==> src/rtl/acvt_pkg.sv <==
`default_nettype none

package acvt_pkg;

    typedef struct packed {
        logic [2:0] chan;
        logic [7:0] sample_code;
    } in_item_t;

    typedef struct packed {
        logic [7:0] text_char;
        logic       last_char;
    } out_item_t;

    // decoded reading handed from front to back
    typedef struct packed {
        logic [2:0] chan;
        logic       zero;
        logic [2:0] dig_thou;
        logic [3:0] dig_hund;
        logic [3:0] dig_tens;
        logic [3:0] dig_ones;
    } rec_t;

    // ceil(5000 * 2^17 / 255), exact floor for every 8-bit code
    localparam logic [21:0] MV_RECIP = 22'd2570040;
    localparam int          MV_SHIFT = 17;
    localparam int          MV_W     = 13;

    localparam logic [7:0] CH_UPPER_C = 8'h43;
    localparam logic [7:0] CH_LOWER_H = 8'h68;
    localparam logic [7:0] CH_DIGIT0  = 8'h30;
    localparam logic [7:0] CH_COLON   = 8'h3A;
    localparam logic [7:0] CH_DOT     = 8'h2E;
    localparam logic [7:0] CH_VOLT    = 8'h56;

    // character positions within one text
    localparam logic [3:0] POS_C     = 4'd0;
    localparam logic [3:0] POS_H     = 4'd1;
    localparam logic [3:0] POS_CHAN  = 4'd2;
    localparam logic [3:0] POS_COLON = 4'd3;
    localparam logic [3:0] POS_THOU  = 4'd4;
    localparam logic [3:0] POS_DOT   = 4'd5;
    localparam logic [3:0] POS_HUND  = 4'd6;
    localparam logic [3:0] POS_TENS  = 4'd7;
    localparam logic [3:0] POS_ONES  = 4'd8;
    localparam logic [3:0] POS_VOLT  = 4'd9;

endpackage

`default_nettype wire

==> src/rtl/adc_code_to_voltage_text.sv <==
// adc code to voltage text
// input channel: push / full, item carries chan and sample_code; a transaction
// completes on a clock edge with push high and full low
// result channel: empty / pop, result carries text_char and last_char; the
// oldest character is shown while empty is low and leaves on pop with empty low
// a reading of zero gives the six characters "ChN:0V", any other reading the
// ten characters "ChN:d.dddV"; last_char marks the final character
// millivolts come from one constant multiply, then the thousands and hundreds
// each take a pipeline stage, with tens and ones decoded from the last one;
// decoded readings wait in a small queue for the sequencer
// throughput: one character per cycle while pop is held and a reading waits,
// set by the single result register; new readings are taken every cycle
// until the queue and digit pipeline fill
// reset clears all valid state; the result channel reads empty afterwards
// while pop is low the shown character holds and the front keeps accepting
// until QUEUE_DEPTH readings plus three in the pipeline are waiting
`default_nettype none

module adc_code_to_voltage_text #(
    parameter int QUEUE_DEPTH = 2
) (
    input  wire logic                clk,
    input  wire logic                rst_n,
    input  wire logic                push,
    output logic                     full,
    input  wire acvt_pkg::in_item_t  item,
    output logic                     empty,
    input  wire logic                pop,
    output acvt_pkg::out_item_t      result
);
    import acvt_pkg::*;

    rec_t front_rec, head;
    logic front_valid, q_full, q_empty, q_pop;

    acvt_front u_front (
        .clk       (clk),
        .rst_n     (rst_n),
        .push      (push),
        .full      (full),
        .item      (item),
        .rec_valid (front_valid),
        .rec_ready (!q_full),
        .rec       (front_rec)
    );

    acvt_queue #(
        .DEPTH (QUEUE_DEPTH)
    ) u_queue (
        .clk     (clk),
        .rst_n   (rst_n),
        .wr      (front_valid),
        .wr_data (front_rec),
        .q_full  (q_full),
        .rd      (q_pop),
        .rd_data (head),
        .q_empty (q_empty)
    );

    acvt_back u_back (
        .clk     (clk),
        .rst_n   (rst_n),
        .head    (head),
        .q_empty (q_empty),
        .q_pop   (q_pop),
        .empty   (empty),
        .pop     (pop),
        .result  (result)
    );

endmodule

`default_nettype wire

==> src/rtl/acvt_front.sv <==
`default_nettype none

module acvt_front (
    input  wire logic              clk,
    input  wire logic              rst_n,
    input  wire logic              push,
    output logic                   full,
    input  wire acvt_pkg::in_item_t item,
    output logic                   rec_valid,
    input  wire logic              rec_ready,
    output acvt_pkg::rec_t         rec
);
    import acvt_pkg::*;

    logic              v1_reg, v2_reg, v3_reg;
    logic              rdy1, rdy2, rdy3;
    logic [29:0]       prod;
    logic [MV_W-1:0]   mv1_reg;
    logic [2:0]        chan1_reg, chan2_reg, chan3_reg;
    logic              zero2_reg, zero3_reg;
    logic [2:0]        thou_next, thou2_reg, thou3_reg;
    logic [9:0]        rem1_next, rem1_reg;
    logic [3:0]        hund_next, hund3_reg;
    logic [6:0]        rem2_next, rem2_reg;
    logic [3:0]        tens, ones;

    assign rdy3 = !v3_reg || rec_ready;
    assign rdy2 = !v2_reg || rdy3;
    assign rdy1 = !v1_reg || rdy2;
    assign full = !rdy1;

    assign prod = 30'(item.sample_code) * 30'(MV_RECIP);

    always_comb
    begin
        thou_next = 3'd0;
        for (int k = 1; k <= 5; k++)
        begin
            if (mv1_reg >= MV_W'(k * 1000))
            begin
                thou_next = 3'(k);
            end
        end
        rem1_next = 10'(mv1_reg - MV_W'(thou_next) * MV_W'(1000));
    end

    always_comb
    begin
        hund_next = 4'd0;
        for (int k = 1; k <= 9; k++)
        begin
            if (rem1_reg >= 10'(k * 100))
            begin
                hund_next = 4'(k);
            end
        end
        rem2_next = 7'(rem1_reg - 10'(hund_next) * 10'd100);
    end

    always_comb
    begin
        tens = 4'd0;
        for (int k = 1; k <= 9; k++)
        begin
            if (rem2_reg >= 7'(k * 10))
            begin
                tens = 4'(k);
            end
        end
        ones = 4'(rem2_reg - 7'(tens) * 7'd10);
    end

    always_ff @(posedge clk or negedge rst_n)
    begin
        if (!rst_n)
        begin
            v1_reg <= 1'b0;
            v2_reg <= 1'b0;
            v3_reg <= 1'b0;
        end
        else
        begin
            if (rdy1)
            begin
                v1_reg <= push;
            end
            if (rdy2)
            begin
                v2_reg <= v1_reg;
            end
            if (rdy3)
            begin
                v3_reg <= v2_reg;
            end
        end
    end

    always_ff @(posedge clk)
    begin
        if (rdy1 && push)
        begin
            chan1_reg <= item.chan;
            mv1_reg   <= prod[MV_SHIFT +: MV_W];
        end
        if (rdy2 && v1_reg)
        begin
            chan2_reg <= chan1_reg;
            zero2_reg <= (mv1_reg == '0);
            thou2_reg <= thou_next;
            rem1_reg  <= rem1_next;
        end
        if (rdy3 && v2_reg)
        begin
            chan3_reg <= chan2_reg;
            zero3_reg <= zero2_reg;
            thou3_reg <= thou2_reg;
            hund3_reg <= hund_next;
            rem2_reg  <= rem2_next;
        end
    end

    assign rec_valid    = v3_reg;
    assign rec.chan     = chan3_reg;
    assign rec.zero     = zero3_reg;
    assign rec.dig_thou = thou3_reg;
    assign rec.dig_hund = hund3_reg;
    assign rec.dig_tens = tens;
    assign rec.dig_ones = ones;

endmodule

`default_nettype wire

==> src/rtl/acvt_queue.sv <==
`default_nettype none

module acvt_queue #(
    parameter int DEPTH = 2
) (
    input  wire logic           clk,
    input  wire logic           rst_n,
    input  wire logic           wr,
    input  wire acvt_pkg::rec_t wr_data,
    output logic                q_full,
    input  wire logic           rd,
    output acvt_pkg::rec_t      rd_data,
    output logic                q_empty
);
    import acvt_pkg::*;

    localparam int PW = (DEPTH > 1) ? $clog2(DEPTH) : 1;
    localparam int CW = $clog2(DEPTH + 1);

    rec_t          mem_reg [DEPTH];
    logic [PW-1:0] wr_ptr_reg, rd_ptr_reg;
    logic [CW-1:0] count_reg;
    logic          do_wr, do_rd;

    assign q_full  = (count_reg == CW'(DEPTH));
    assign q_empty = (count_reg == '0);
    assign do_wr   = wr && !q_full;
    assign do_rd   = rd && !q_empty;
    assign rd_data = mem_reg[rd_ptr_reg];

    always_ff @(posedge clk or negedge rst_n)
    begin
        if (!rst_n)
        begin
            wr_ptr_reg <= '0;
            rd_ptr_reg <= '0;
            count_reg  <= '0;
        end
        else
        begin
            if (do_wr)
            begin
                wr_ptr_reg <= (wr_ptr_reg == PW'(DEPTH - 1)) ? '0 : wr_ptr_reg + PW'(1);
            end
            if (do_rd)
            begin
                rd_ptr_reg <= (rd_ptr_reg == PW'(DEPTH - 1)) ? '0 : rd_ptr_reg + PW'(1);
            end
            if (do_wr && !do_rd)
            begin
                count_reg <= count_reg + CW'(1);
            end
            else if (do_rd && !do_wr)
            begin
                count_reg <= count_reg - CW'(1);
            end
        end
    end

    always_ff @(posedge clk)
    begin
        if (do_wr)
        begin
            mem_reg[wr_ptr_reg] <= wr_data;
        end
    end

`ifndef SYNTHESIS
    a_count_bound: assert property (@(posedge clk) disable iff (!rst_n)
        count_reg <= CW'(DEPTH))
        else $error("queue count beyond depth");
`endif

endmodule

`default_nettype wire

==> src/rtl/acvt_back.sv <==
`default_nettype none

module acvt_back (
    input  wire logic           clk,
    input  wire logic           rst_n,
    input  wire acvt_pkg::rec_t head,
    input  wire logic           q_empty,
    output logic                q_pop,
    output logic                empty,
    input  wire logic           pop,
    output acvt_pkg::out_item_t result
);
    import acvt_pkg::*;

    logic [3:0] pos_reg;
    logic       out_valid_reg;
    out_item_t  out_reg;
    logic       advance;
    logic       last;
    logic [7:0] ch;

    assign advance = !q_empty && (!out_valid_reg || pop);
    assign last    = (head.zero && pos_reg == POS_DOT) || (pos_reg == POS_VOLT);
    assign q_pop   = advance && last;
    assign empty   = !out_valid_reg;
    assign result  = out_reg;

    always_comb
    begin
        case (pos_reg)
            POS_C:     ch = CH_UPPER_C;
            POS_H:     ch = CH_LOWER_H;
            POS_CHAN:  ch = CH_DIGIT0 + 8'(head.chan);
            POS_COLON: ch = CH_COLON;
            POS_THOU:  ch = head.zero ? CH_DIGIT0 : CH_DIGIT0 + 8'(head.dig_thou);
            POS_DOT:   ch = head.zero ? CH_VOLT : CH_DOT;
            POS_HUND:  ch = CH_DIGIT0 + 8'(head.dig_hund);
            POS_TENS:  ch = CH_DIGIT0 + 8'(head.dig_tens);
            POS_ONES:  ch = CH_DIGIT0 + 8'(head.dig_ones);
            POS_VOLT:  ch = CH_VOLT;
            default:   ch = CH_VOLT;
        endcase
    end

    always_ff @(posedge clk or negedge rst_n)
    begin
        if (!rst_n)
        begin
            pos_reg       <= POS_C;
            out_valid_reg <= 1'b0;
        end
        else
        begin
            if (advance)
            begin
                out_valid_reg <= 1'b1;
                pos_reg       <= last ? POS_C : pos_reg + 4'd1;
            end
            else if (pop)
            begin
                out_valid_reg <= 1'b0;
            end
        end
    end

    always_ff @(posedge clk)
    begin
        if (advance)
        begin
            out_reg.text_char <= ch;
            out_reg.last_char <= last;
        end
    end

`ifndef SYNTHESIS
    a_pos_range: assert property (@(posedge clk) disable iff (!rst_n)
        pos_reg <= POS_VOLT)
        else $error("character position out of range");

    a_zero_short: assert property (@(posedge clk) disable iff (!rst_n)
        (!q_empty && head.zero) |-> pos_reg <= POS_DOT)
        else $error("zero reading ran past its short text");

    a_restart: assert property (@(posedge clk) disable iff (!rst_n)
        q_pop |=> pos_reg == POS_C)
        else $error("position not rewound after last character");
`endif

endmodule

`default_nettype wire
==> config.mk <==
export PLATFORM = sky130hd
export DESIGN_NAME = adc_code_to_voltage_text
export DESIGN_NICKNAME = d
export VERILOG_FILES = /design/src/rtl/acvt_pkg.sv /design/src/rtl/adc_code_to_voltage_text.sv /design/src/rtl/acvt_front.sv /design/src/rtl/acvt_queue.sv /design/src/rtl/acvt_back.sv
export SDC_FILE = /design/constraint.sdc
export NUM_CORES = 1
export LEC_CHECK = 0
export ABC_AREA = 1
export BUFFER_PORTS_ARGS = -buffer_cell sky130_fd_sc_hd__buf_2
export CAP_MARGIN = 20
export CORE_MARGIN = 2
export CORE_UTILIZATION = 65
export CTS_CLUSTER_DIAMETER = 200
export DETAILED_ROUTE_END_ITERATION = 7
export PLACE_DENSITY_LB_ADDON = 0.08
export SLEW_MARGIN = 20
export SYNTH_ARGS = -nofsm -noshare
export SYNTH_HDL_FRONTEND = slang
export SYNTH_SLANG_ARGS = --single-unit
export TNS_END_PERCENT = 50
==> constraint.sdc <==
create_clock -name clk -period 8.11 [get_ports clk]
set_clock_uncertainty 0.1 [all_clocks]
set_input_delay 1.622 -clock clk [delete_from_list [all_inputs] [get_ports clk]]
set_output_delay 1.622 -clock clk [all_outputs]
set_load 0.01 [all_outputs]
==> impl.org, run 1 <==
** Run status
- The flow ran to the end, but the final reports show violations.
- Violated checks :: design-rule violations

** Cells and area
- The finished cells cover 0.00834 mm².
- Inserted Diodes :: 0
- The sequential cells in the finished layout cover a total of 0.00321 mm².
- Excluding fillers, the count of instances in the completed layout stands at 994.
- The register with the most flip-flops in the layout has 38 of them.
- Most common cell after layout, fill and taps aside :: nand2_1
- In the final layout, the share of cells above drive strength 1 is 0.0764.
- In the layout the commonest cells are nand2_1 (150), inv_1 (147), edfxtp_1 (97).
- After the last flow step, the layout net total stands at 980.
- Area growth from synthesis to layout :: 7.30%
- Total area of multi-input combinational cells :: 0.00396 mm²
- After filler insertion, the fill cell instance count of the layout stands at 843.

** STA
- The worst pin sits at a relative slew slack of 0.529.
- Post-layout minimum cycle time :: 5290 ps
- Worst-margin pin slew :: 705 ps
- Setup repair after global routing left no endpoint under its margin.
- Part of the cycle the worst path needs :: 0.653
- The number of hold violations in the final report was 0.
- Timing would allow up to ~0.19 GHz.
- Setup violation total in the final timing report :: 0
- Accumulated negative setup slack :: 0 ps
- Across all hold checks on the routed design, the worst slack comes to 323 ps.
- Max-slew violation count :: 0

** Clocking
- Clock Root Buffer :: clkbuf_16
- TritonCTS built the clock tree.
- Number of hold buffers added after cts :: 0
- Number of clock sinks seen by CTS :: 109
- TritonCTS buffer count :: 9
- CTS max path bufs :: 2
- Source-to-sink clock delay at the later pin of the worst-skew pair :: 350 ps
- The clock tree synthesis step divided the H-tree into 3 levels.
- Post-CTS Repair Setup Buffers :: 0
- CTS resizes :: 0
- After clock tree synthesis, the clock-pin slew on the worst setup and hold paths is 70 ps.

** GRT
- Maximum number of pins on one net before global-route repair :: 21
- For this run the aggregate overflow at the end of global routing stands at 0.
- Gr usage total :: 0.267
- The number of global-route vias before repair was between 5000 and 6000.
- Wire length of the first global-routing pass :: approximately 27000 µm
- Initial antenna violation count :: 0

** Placement
- Once placement finished, the instance area stood at 0.00805 mm².
- The wire-length estimate of the detail-placed layout is 12900 µm.
- Cell count after placement :: 978
- During placement, the flow inserted port buffers numbering 24.
- Routability-driven placement finished with a final weighted congestion of 0.904.

** Floorplanning
- For this configuration, the core starts out at a cell density of 0.672.
- Standard-cell rows :: 39
- IO Count :: 26
- Die area :: 0.0128 mm²
- In this run the standard cell core region covers 0.0116 mm².
- In this run the vertical extent of the chip is 113 µm.
- The die is between 100 and 150 µm wide.

** Synth
- Synth Warn # :: 0
- After synthesis, the netlist uses 41 different library cells.
- Synthesized net count :: 948
- Post-synthesis sequential element count :: 109
- Portion of the post-synthesis area used by sequential elements :: 0.414
- Instance count of the mapped netlist :: between 800 and 900
- Synth Cell Area :: ~0.0078 mm²
- A synthesized cell averages 9.54 µm².

** Setup path
- STA classifies the critical path startpoint as an input pin.
- The worst register-to-register path has a setup slack of 3960 ps.
- Critical path start-end classification :: input pin to flop
- Slowest cell on the critical path :: fa_1
- Data required time of the critical path :: roughly 8000 ps
- The largest single stage delay on the critical path is 570 ps.
- Worst Path Max Fanout :: 5
- Cell type with the highest occurrence count on the critical path :: inv_1
- Critical-path cell list :: buf_2 -> inv_1 -> ha_1 -> inv_1 -> fa_1 -> inv_1 -> fa_1 -> inv_1 -> fa_1 -> ha_1 -> a21oi_1 -> o21ai_0 -> o21bai_1 -> a21o_1 -> nand2_1 -> a21o_1 -> nand2_1
- STA puts the critical path data arrival time at about 5300 ps.
- STA classifies the critical path endpoint as a flop.

** Route
- Vias per cell :: 5.61
- Average detailed-routed wire length per instance :: 15.9 µm
- Number of remaining DRC errors :: 1
- The first routing iteration left 451 violations.
- Iteration count of the initial detailed-routing pass :: 8
- Wire length reported by the detailed router :: 15800 µm
- The final route contains 5573 vias.
- The detail route stage leaves a number of antenna-violating nets equal to 0.

** Power
- The internal power of the cells totals 2.07 mW.
- Lkg Pwr :: 3.92 nW
- For this design the ratio of total power to cell area is 453 mW/mm².
- The share of total power dissipated in combinational logic is 0.565.
- Proportion of power drawn by the clock network :: 0.109
- Peak VDD IR :: 0.527 mV
- Of the total power, the share spent switching nets is 0.450.
- Summed over all nets, the switching power comes to 1.70 mW.
- Flop pwr share :: 0.326

** Hold path
- Hold Path Class :: flop to flop

** Job
- Across the run, the number of max-cap violations was 0.
[kinds of logic (layout without fill, tap and decap cells)]
family,after synthesis,after routing,share of synthesized area
AND/OR/NAND/NOR,284,284,0.155
adder cells (fa/ha/maj),119,119,0.233
buffers and inverters,156,193,0.0771
XOR/XNOR,28,28,0.0316
other,1,1,0.000483
AO/OA/AOI/OAI,117,117,0.0886
flip-flops,109,109,0.414
[synth_stat cells]
cell type,instances,area [µm²]
nand2_1,150,563
inv_1,147,552
edfxtp_1,97,2910
ha_1,76,951
nor2_1,62,233
a21oi_1,52,260
fa_1,43,861
o21ai_0,28,140
nand3_1,23,115
xor2_1,19,166
nor3_1,15,75.1
dfrtp_1,12,300
xnor2_1,9,78.8
a21o_1,7,52.6
nand4_1,7,43.8
nor4_1,7,43.8
a31oi_1,6,37.5
nor2_2,6,37.5
nand2_2,5,31.3
nand3b_1,4,30.0
o211ai_1,4,30.0
o21ai_1,4,20.0
o21bai_1,4,30.0
a211oi_1,3,22.5
inv_2,3,11.3
or2_2,3,18.8
buf_2,2,10.0
clkbuf_1,2,7.51
o21a_1,2,15.0
a2111oi_0,1,8.76
a21oi_2,1,8.76
a22oi_1,1,7.51
a31oi_4,1,21.3
buf_4,1,7.51
buf_6,1,11.3
conb_1,1,3.75
nor3_2,1,10.0
o21ai_2,1,8.76
o21ai_4,1,16.3
o311ai_0,1,8.76
or2_0,1,6.26
[power by group through the flow]
stage	registers, mW	clock network, mW	logic (mW)
final	1.23	0.412	2.13
after global routing	1.26	0.441	2.44
after CTS	1.23	0.421	2.11
after detailed placement	1.24	0	2.10
after global placement	1.23	0	2.00
after floorplan	1.19	0	1.62
[stage by stage]
step / power (mW) / util / worst slack, ps
after floorplan: 2.81 / - / 2890
after CTS: 3.76 / 0.721 / 2830
after detailed placement: 3.34 / 0.696 / 2450
after global routing: 4.14 / 0.721 / 2640
final: 3.77 / 0.721 / 2820
after global placement: 3.23 / 0.696 / 2490
[layer usage]
metal	GRT usage	share of wire
met1	0.326	0.43
met2	0.486	0.51
met3	0.0375	0.043
met4	0.0943	0.021
met5	0	0
[worst max-delay path: cells and delay by family]
family,cells,cell delay [ps]
fa+ha+maj,5,2170
compound gates,5,920
buf+inv,5,470
simple gates,2,120
[area by class of cell]
| type | instances | area share |
|---|---|---|
| multi-input cells | 549 | 0.475 |
| well taps | 143 | 0.0215 |
| clock buffers | 10 | 0.0287 |
| inverters | 150 | 0.0675 |
| flip-flops and latches | 109 | 0.385 |
| clock inverters | 6 | 0.00510 |
| repair buffers | 27 | 0.0171 |
[path summary, 6_finish.rpt]
| kind | startpoint | end | cells after the start |
|---|---|---|---|
| worst min-delay path | u_front.chan2_reg[2] | u_front.chan3_reg[2] | 0 |
| min in group asynchronous | rst_n | u_front.v1_reg | 1 |
| max in group asynchronous | rst_n | u_back.pos_reg[3] | 1 |
| worst max-delay path | item[6] | u_front.mv1_reg[5] | 17 |
| worst max register to register | u_front.mv1_reg[9] | u_front.rem1_reg[9] | 16 |
| worst min register to register | u_front.chan2_reg[2] | u_front.chan3_reg[2] | 0 |
(Power assumes the default switching activity.)
==> run 2, diff against run 1 <==
--- a/config.mk
+++ b/config.mk
@@ -9,7 +9,7 @@
 export BUFFER_PORTS_ARGS = -buffer_cell sky130_fd_sc_hd__buf_2
 export CAP_MARGIN = 20
 export CORE_MARGIN = 2
-export CORE_UTILIZATION = 65
+export CORE_UTILIZATION = 63
 export CTS_CLUSTER_DIAMETER = 200
 export DETAILED_ROUTE_END_ITERATION = 7
 export PLACE_DENSITY_LB_ADDON = 0.08
==> constraint.sdc (replaced) <==
create_clock -name clk -period 4.9 [get_ports clk]
set_clock_uncertainty 0.1 [all_clocks]
set_input_delay 0.98 -clock clk [delete_from_list [all_inputs] [get_ports clk]]
set_output_delay 0.98 -clock clk [all_outputs]
set_load 0.01 [all_outputs]
==> impl.org, run 2 (synthesis results as in run 1) <==
** STA
- Part of the cycle the worst path needs :: 0.931
- Setup repair after global routing left no endpoint under its margin.
- Setup violation total in the final timing report :: 0 (unchanged)
- Post-layout minimum cycle time :: 4560 ps
- Max-slew violation count :: 0 (unchanged)
- Hold Vio Cnt, Final :: 0 (unchanged)
- For this run, the top clock speed supported by timing is about 0.22 GHz.
- Worst max-slew margin expressed relative to the limit :: 0.500 (-0.0290)
- Accumulated negative setup slack :: 0 ps (unchanged)
- Worst-margin pin slew :: 750 ps (+44.2 ps)

** GRT
- The global-route wire length before repair is 26800 µm (-1.1%).
- The initial antenna violation count was 0 (unchanged).
- Maximum number of pins on one net before global-route repair :: 21 (unchanged)
- Vias in the first global route :: 5745 (-1.6%)
- Gr usage total :: 0.259 (-0.00849)
- GRT overflow :: 0 (unchanged)

** Clocking
- The maximum number of buffers from clock root to sink came to 2 (unchanged).
- Clock input transition at the sequential cells of the worst setup and hold paths :: 70 ps (about the same)
- Number of hold buffers added after cts :: 0 (unchanged)
- TritonCTS clock tree :: yes
- The number of buffers inserted during clock tree synthesis was 9 (unchanged).
- CTS resizes :: 0 (unchanged)
- Post-CTS Repair Setup Buffers :: 0 (unchanged)
- The count of H-tree levels built during CTS was 3 (unchanged).
- The cell sitting at the root of the clock tree is a clkbuf_16.
- The source-to-sink clock delay at the later pin of the worst-skew pair is 340 ps (about the same).
- The clock net sink count is 109 (unchanged).

** Floorplanning
- The area of the core is 0.0120 mm² (+3.9%).
- The width of the die is 115 µm (+1.5%).
- The number of top-level pins was 26 (unchanged).
- Height of the chip :: 115 µm (+1.5%)
- The effective utilization at floorplan was 0.647 (-0.0250).
- Die area :: 0.0132 mm² (+3.1%)
- Standard-cell rows :: 40 (+2.6%)

** Setup path
- The data required time of the worst path is 4900 ps (-3220 ps).
- Slowest cell on the critical path :: fa_1
- The worst path buffer plus inverter count was 5 (unchanged).
- The setup path with the least slack is of type input pin to flop.
- The worst stage delay on the critical path came to 540 ps (-30 ps).
- Cell type with the highest occurrence count on the critical path :: inv_1
- Data arrival time of the worst path :: 4560 ps (-740 ps)
- Worst Path Max Fanout :: 5 (unchanged)
- Kind of capture point of the worst setup path :: flop
- Broken down by cell family, the worst path's largest delay share belongs to adder cells.
- STA classifies the critical path startpoint as an input pin.
- Traced cell by cell, the critical path runs through buf_2 -> inv_1 -> ha_1 -> fa_1 -> inv_1 -> fa_1 -> inv_1 -> fa_1 -> inv_1 -> ha_1 -> a21oi_1 -> o21ai_0 -> o21bai_1 -> a21o_1 -> nand2_1 -> a21o_1 -> nand2_1.

** Power
- Peak VDD IR :: 0.535 mV (+1.4%)
- The internal power summed over all cells is 3.48 mW (+68%).
- Switching power of the nets :: 2.84 mW (+67%)
- Switching portion of total power :: 0.449 (-0.000986)
- Power Dens Cells :: 749 mW/mm² (+65%)
- Final Total Pwr :: 6.32 mW (+67%)
- The share of power burned in the clock network came to 0.109 (about the same).
- Lkg Pwr :: 3.98 nW (+1.5%)
- Part of the power in combinational logic :: 0.568 (+0.003)
- The sequential share of power came to 0.324 (-0.002).

** Route
- The number of optimization iterations in the first detailed-route pass is 5 (-3).
- The via count came to 5599 (+0.47%).
- Number of remaining DRC errors :: 0 (-1)
- The antenna violation net count after detailed routing came to 0 (unchanged).
- The first-iteration detailed-routing DRC count is 522 (+16%).
- Average detailed-routed wire length per instance :: 15.8 µm (-0.72%)
- The ratio of routed vias to standard cells came to 5.54 (-1.2%).
- The final wirelength was 16000 µm (+0.97%).

** Cells and area
- The share of cells above drive strength 1 is 0.0903 (+0.0139).
- Most frequent cells in the layout :: nand2_1 (150), inv_1 (147), edfxtp_1 (97)
- The footprint of the multi-input gates came to 0.00396 mm² (unchanged).
- Number of flip-flops in the largest register :: 38 (unchanged)
- The final-stage net count is 993 (+1.3%).
- Fill cell instance count of the final layout :: 897 (+6.4%)
- Inserted Diodes :: 0 (unchanged)
- Leaving out fill and tap cells, the most frequent cell in the layout is nand2_1.
- The area taken by flip-flops and latches is 0.00321 mm² (unchanged).
- Area growth from synthesis to layout :: 8.62%
- The fraction of the core area covered by cells at the end of the flow came to 0.703 (-0.0183).

** Placement
- The post-DP HPWL was 13100 µm (+1.2%).
- The number of buffers inserted by port buffering is 24 (unchanged).
- The final RePlAce weighted congestion is 0.965 (+6.7%).

** Job
- Number of violations of the max-capacitance limit :: 0 (unchanged)

** Run status
- Status :: finished clean

** Hold path
- Hold Path Class :: flop to flop
==> run 2: path summary, 6_finish.rpt <==
| path | startpoint | endpoint | slack [ps] | cells past startpoint |
|---|---|---|---|---|
| min in group asynchronous | rst_n | u_front.v2_reg | 400 | 1 |
| setup reg to reg | u_front.mv1_reg[9] | u_front.rem1_reg[9] | 720 | 16 |
| setup / recovery | item[6] | u_front.mv1_reg[5] | 340 | 17 |
| hold reg to reg | u_front.chan2_reg[1] | u_front.chan3_reg[1] | 330 | 0 |
| max in group asynchronous | rst_n | u_back.pos_reg[0] | 4080 | 1 |
| hold / removal | u_front.chan2_reg[1] | u_front.chan3_reg[1] | 330 | 0 |
==> run 2: layout make-up <==
cell class | count | area share
clock inverter | 7 | 0.00667
inverter | 150 | 0.0667
timing repair buffer | 40 | 0.0285
multi-input combinational | 549 | 0.469
clock buffer | 9 | 0.0267
sequential | 109 | 0.381
tap | 147 | 0.0218
==> run 2: stage by stage <==
stage          hold WS [ps]  setup WS [ps]  instance area (µm²)  std cells
2_1_floorplan           300            325                 7770        814
3_3_place_gp            302          -41.5                 8160        995
3_5_place_dp            307          -24.4                 8160        995
4_1_cts                 332            337                 8440       1011
5_1_grt                 340           52.0                 8440       1011
6_report                332            337                 8440       1011
==> run 2: worst register-to-register path, cell delays in order, from the launching register on <==
cell and delay (ps):
edfxtp_1 500, nand3_1 170, nor2_1 70, a31oi_1 280, inv_1 180, nor2_1 400
inv_1 170, fa_1 630, inv_1 90, ha_1 340, xor2_1 180, ha_1 280
inv_1 90, nor2_1 50, nor2_1 110, xor2_1 190, xor2_1 100
==> run 2: power by group through the flow <==
stage / combinational (mW) / clock, mW / sequential, mW
finish: 3.59 / 0.686 / 2.05
detailed placement: 3.54 / 0 / 2.06
global placement: 3.40 / 0 / 2.03
floorplan: 2.68 / 0 / 1.97
CTS: 3.58 / 0.700 / 2.04
global route: 4.09 / 0.731 / 2.10
==> run 2: layer usage <==
| layer | part of all wire | routed length, µm | track usage |
|---|---|---|---|
| met4 | 0.010 | 165 | 0.0651 |
| met3 | 0.035 | 558 | 0.0264 |
| met1 | 0.43 | 6940 | 0.329 |
| met2 | 0.52 | 8320 | 0.476 |
| met5 | 0 | 0 | 0 |
==> run 3, diff against run 2 <==
--- a/config.mk
+++ b/config.mk
@@ -8,9 +8,12 @@
 export ABC_AREA = 1
 export BUFFER_PORTS_ARGS = -buffer_cell sky130_fd_sc_hd__buf_2
 export CAP_MARGIN = 20
+export CELL_PAD_IN_SITES_DETAIL_PLACEMENT = 1
+export CELL_PAD_IN_SITES_GLOBAL_PLACEMENT = 2
 export CORE_MARGIN = 2
-export CORE_UTILIZATION = 63
+export CORE_UTILIZATION = 41
 export CTS_CLUSTER_DIAMETER = 200
+export CTS_CLUSTER_SIZE = 24
 export DETAILED_ROUTE_END_ITERATION = 7
 export PLACE_DENSITY_LB_ADDON = 0.08
 export SLEW_MARGIN = 20
==> impl.org, run 3 (synthesis results as in run 1) <==
** Run status
- The flow ran to the end, and the final reports show no timing, DRC or antenna violations.

** Setup path
- The highest net fanout along the worst path is 4 (-1).
- Kind of capture point of the worst setup path :: flop
- The worst endpoint data arrival time is 4650 ps (+90 ps).
- Number of cell instances on the worst register-to-register path :: 16 (unchanged)
- The worst stage delay on the critical path came to 550 ps (about the same).
- The largest individual stage delay along the critical path comes from the cell fa_1.
- Startpoint types :: input pin
- Worst-case register-to-register setup slack :: 720 ps (about the same)
- Cell type with the highest occurrence count on the critical path :: fa_1
- In this run the critical register-to-register path is captured at u_front.rem1_reg[9].
- The worst register-to-register path begins at u_front.mv1_reg[9].
- Data required time of the critical path :: 4900 ps (about the same)
- Critical path start-end classification :: input pin to flop
- Critical-path cell list :: buf_2 -> ha_1 -> fa_1 -> inv_1 -> fa_1 -> fa_1 -> inv_1 -> ha_1 -> a21oi_1 -> buf_4 -> o21ai_0 -> a211oi_2 -> nand3_1 -> nand2_1 -> o211ai_1

** Cells and area
- The final-stage net count was 1011 (+1.8%).
- Inserted Diodes :: 0 (unchanged)
- Most common cell after layout, fill and taps aside :: nand2_1
- The area growth from synthesis to layout is 12.5%.
- The number of flip-flops under the largest register name came to 38 (unchanged).
- Fraction of layout instances using a drive strength above 1 :: 0.110 (+0.0197)
- The library cells used most frequently in the layout, excluding fill and tap cells, are nand2_1 (150), inv_1 (147), edfxtp_1 (97).

** Floorplanning
- The number of cell rows was 50 (+25%).
- The effective utilization at floorplan is 0.417 (-0.230).
- The die area was 0.0201 mm² (+52%).
- The area of the core came to 0.0186 mm² (+55%).
- The width of the die is 142 µm (+23%).
- Height of the chip :: 142 µm (+23%)
- The number of top-level pins is 26 (unchanged).

** Power
- Lkg Pwr :: 4.08 nW (+2.6%)
- Part of the power in combinational logic :: 0.565 (-0.003)
- The net switching power of the design came to 2.90 mW (+2.0%).
- The switching share of power is 0.442 (-0.00747).
- The power density over the cells came to 750 mW/mm² (+0.14%).
- The sequential share of power was 0.312 (-0.012).
- Final Total Pwr :: 6.55 mW (+3.7%)
- Proportion of power drawn by the clock network :: 0.123 (+0.014)
- The internal power summed over all cells came to 3.66 mW (+5.1%).
- Peak VDD IR :: 0.199 mV (-63%)

** Clocking
- The maximum number of buffers from clock root to sink is 2 (unchanged).
- TritonCTS buffer count :: 9 (unchanged)
- Number of hold buffers added after cts :: 0 (unchanged)
- The post-CTS setup buffer count was 0 (unchanged).
- In this run the clock root is driven by a clkbuf_16.
- Number of clock sinks seen by CTS :: 109 (unchanged)
- The source-to-sink clock delay at the later pin of the worst-skew pair came to 350 ps (about the same).
- Maximum level of the CTS H-tree :: 3 (unchanged)
- TritonCTS built the clock tree.
- Clock input transition at the sequential cells of the worst setup and hold paths :: 80 ps (about the same)

** STA
- F_max :: 0.215 GHz (-1.9%)
- The hold slack is 323 ps (-9.60 ps).
- The final count of negative-setup-slack endpoints was 0 (unchanged).
- The actual slew at the worst max-slew pin came to 751 ps (+1.01 ps).
- Post-layout minimum cycle time :: 4650 ps (+89.2 ps)
- Hold Vio Cnt, Final :: 0 (unchanged)
- Worst max-slew margin expressed relative to the limit :: 0.500 (-0.000673)
- The final number of max-transition violations came to 0 (unchanged).
- The final worst-path cycle share was 0.949 (+0.0182).

** Placement
- The number of buffers inserted by port buffering came to 24 (unchanged).
- Weighted congestion at the end of routability-driven global placement :: 0.837 (-13%)
- Final HPWL from detailed placement :: 15500 µm (+18%)

** Hold path
- The worst hold path begins at u_front.chan2_reg[2].
- Hold Path Cell Cnt :: 0 (unchanged)
- Destination of the worst hold path :: u_front.chan3_reg[2]
- Hold Path Class :: flop to flop

** Route
- Iteration count of the initial detailed-routing pass :: 4 (-1)
- The final routed DRC violation total came to 0 (unchanged).
- The first-iteration detailed-routing DRC count was 205 (-61%).
- Vias per cell :: 5.05 (-8.8%)
- The antenna violation net count after detailed routing is 0 (unchanged).
- Wire length reported by the detailed router :: 18500 µm (+16%)
- The via count was 5639 (+0.71%).
- The routed wirelength normalized by instance count came to 16.5 µm (+4.6%).

** Job
- Number of violations of the max-capacitance limit :: 0 (unchanged)

** GRT
- The initial antenna violation count is 0 (unchanged).
- The final global-route overflow total came to 0 (unchanged).
- The global-route wire length before repair is 31600 µm (+18%).
- Gr usage total :: 0.201 (-0.0581)
- Maximum number of pins on one net before global-route repair :: 21 (unchanged)
- The number of global-route vias before repair came to 6423 (+12%).
==> run 3: cell count changes in the layout (fill, tap and decap cells not counted), moves of 2 or more <==
cell       delta
buf_4        +18
bufinv_16     +2
clkinv_2      -2
inv_6         -2
==> run 3: worst max path at each step <==
stage          depth (start not counted)                   to    start
2_1_floorplan                         14   u_front.mv1_reg[5]  item[5]
3_3_place_gp                          14   u_front.mv1_reg[8]  item[5]
3_5_place_dp                          15  u_front.mv1_reg[12]  item[5]
4_1_cts                               15  u_front.mv1_reg[12]  item[5]
5_1_grt                               15  u_front.mv1_reg[12]  item[5]
6_report                              15  u_front.mv1_reg[12]  item[5]
==> run 3: routing by layer <==
| layer | wire length (µm) | global-route usage | vias up | share of wire |
|---|---|---|---|---|
| met5 | 0 | 0 | - | 0 |
| met3 | 329 | 0.0236 | 25 | 0.018 |
| met1 | 8180 | 0.240 | 2745 | 0.44 |
| li1 | - | - | 2817 | - |
| met4 | 356 | 0.0595 | 0 | 0.019 |
| met2 | 9600 | 0.379 | 52 | 0.52 |
==> run 3: stage by stage <==
stage	cell area [µm²]	cells	setup TNS (ps)	setup WS [ps]	utilization
2_1_floorplan	7770	814	0	325	-
3_3_place_gp	8400	1100	-420	-171	0.451
3_5_place_dp	8400	1100	-971	-209	0.451
4_1_cts	8730	1116	0	157	0.468
5_1_grt	8740	1116	-31.9	-23.6	0.469
6_report	8740	1116	0	248	0.469
==> run 3: worst max-delay path: cells and delay by family <==
kind / cells / cell delay, ps
simple gates: 2 / 320
compound gates: 4 / 650
fa+ha+maj: 5 / 2320
buf+inv: 4 / 380
==> run 3: repair_timing <==
action | in CTS | in global routing
endpoints found under the hold margin | 0 | 0
gates resized for setup | 0 | 2
setup endpoints to repair | 0 | 2
==> run 3: cell type report <==
cell class                 count  area (µm²)
sequential                   109        3210
clock buffer                   9         225
fill                        2151        9900
inverter                     150         563
timing repair buffer          58         375
clock inverter                 7         103
multi-input combinational    549        3970
tap                          234         293
==> run 3: power by group through the flow <==
stage	registers (mW)	clock network, mW	logic [mW]
final	2.04	0.804	3.70
after detailed placement	2.07	0	3.74
after floorplan	1.97	0	2.68
after CTS	2.06	0.828	3.76
after global routing	2.10	0.861	4.29
after global placement	2.05	0	3.58
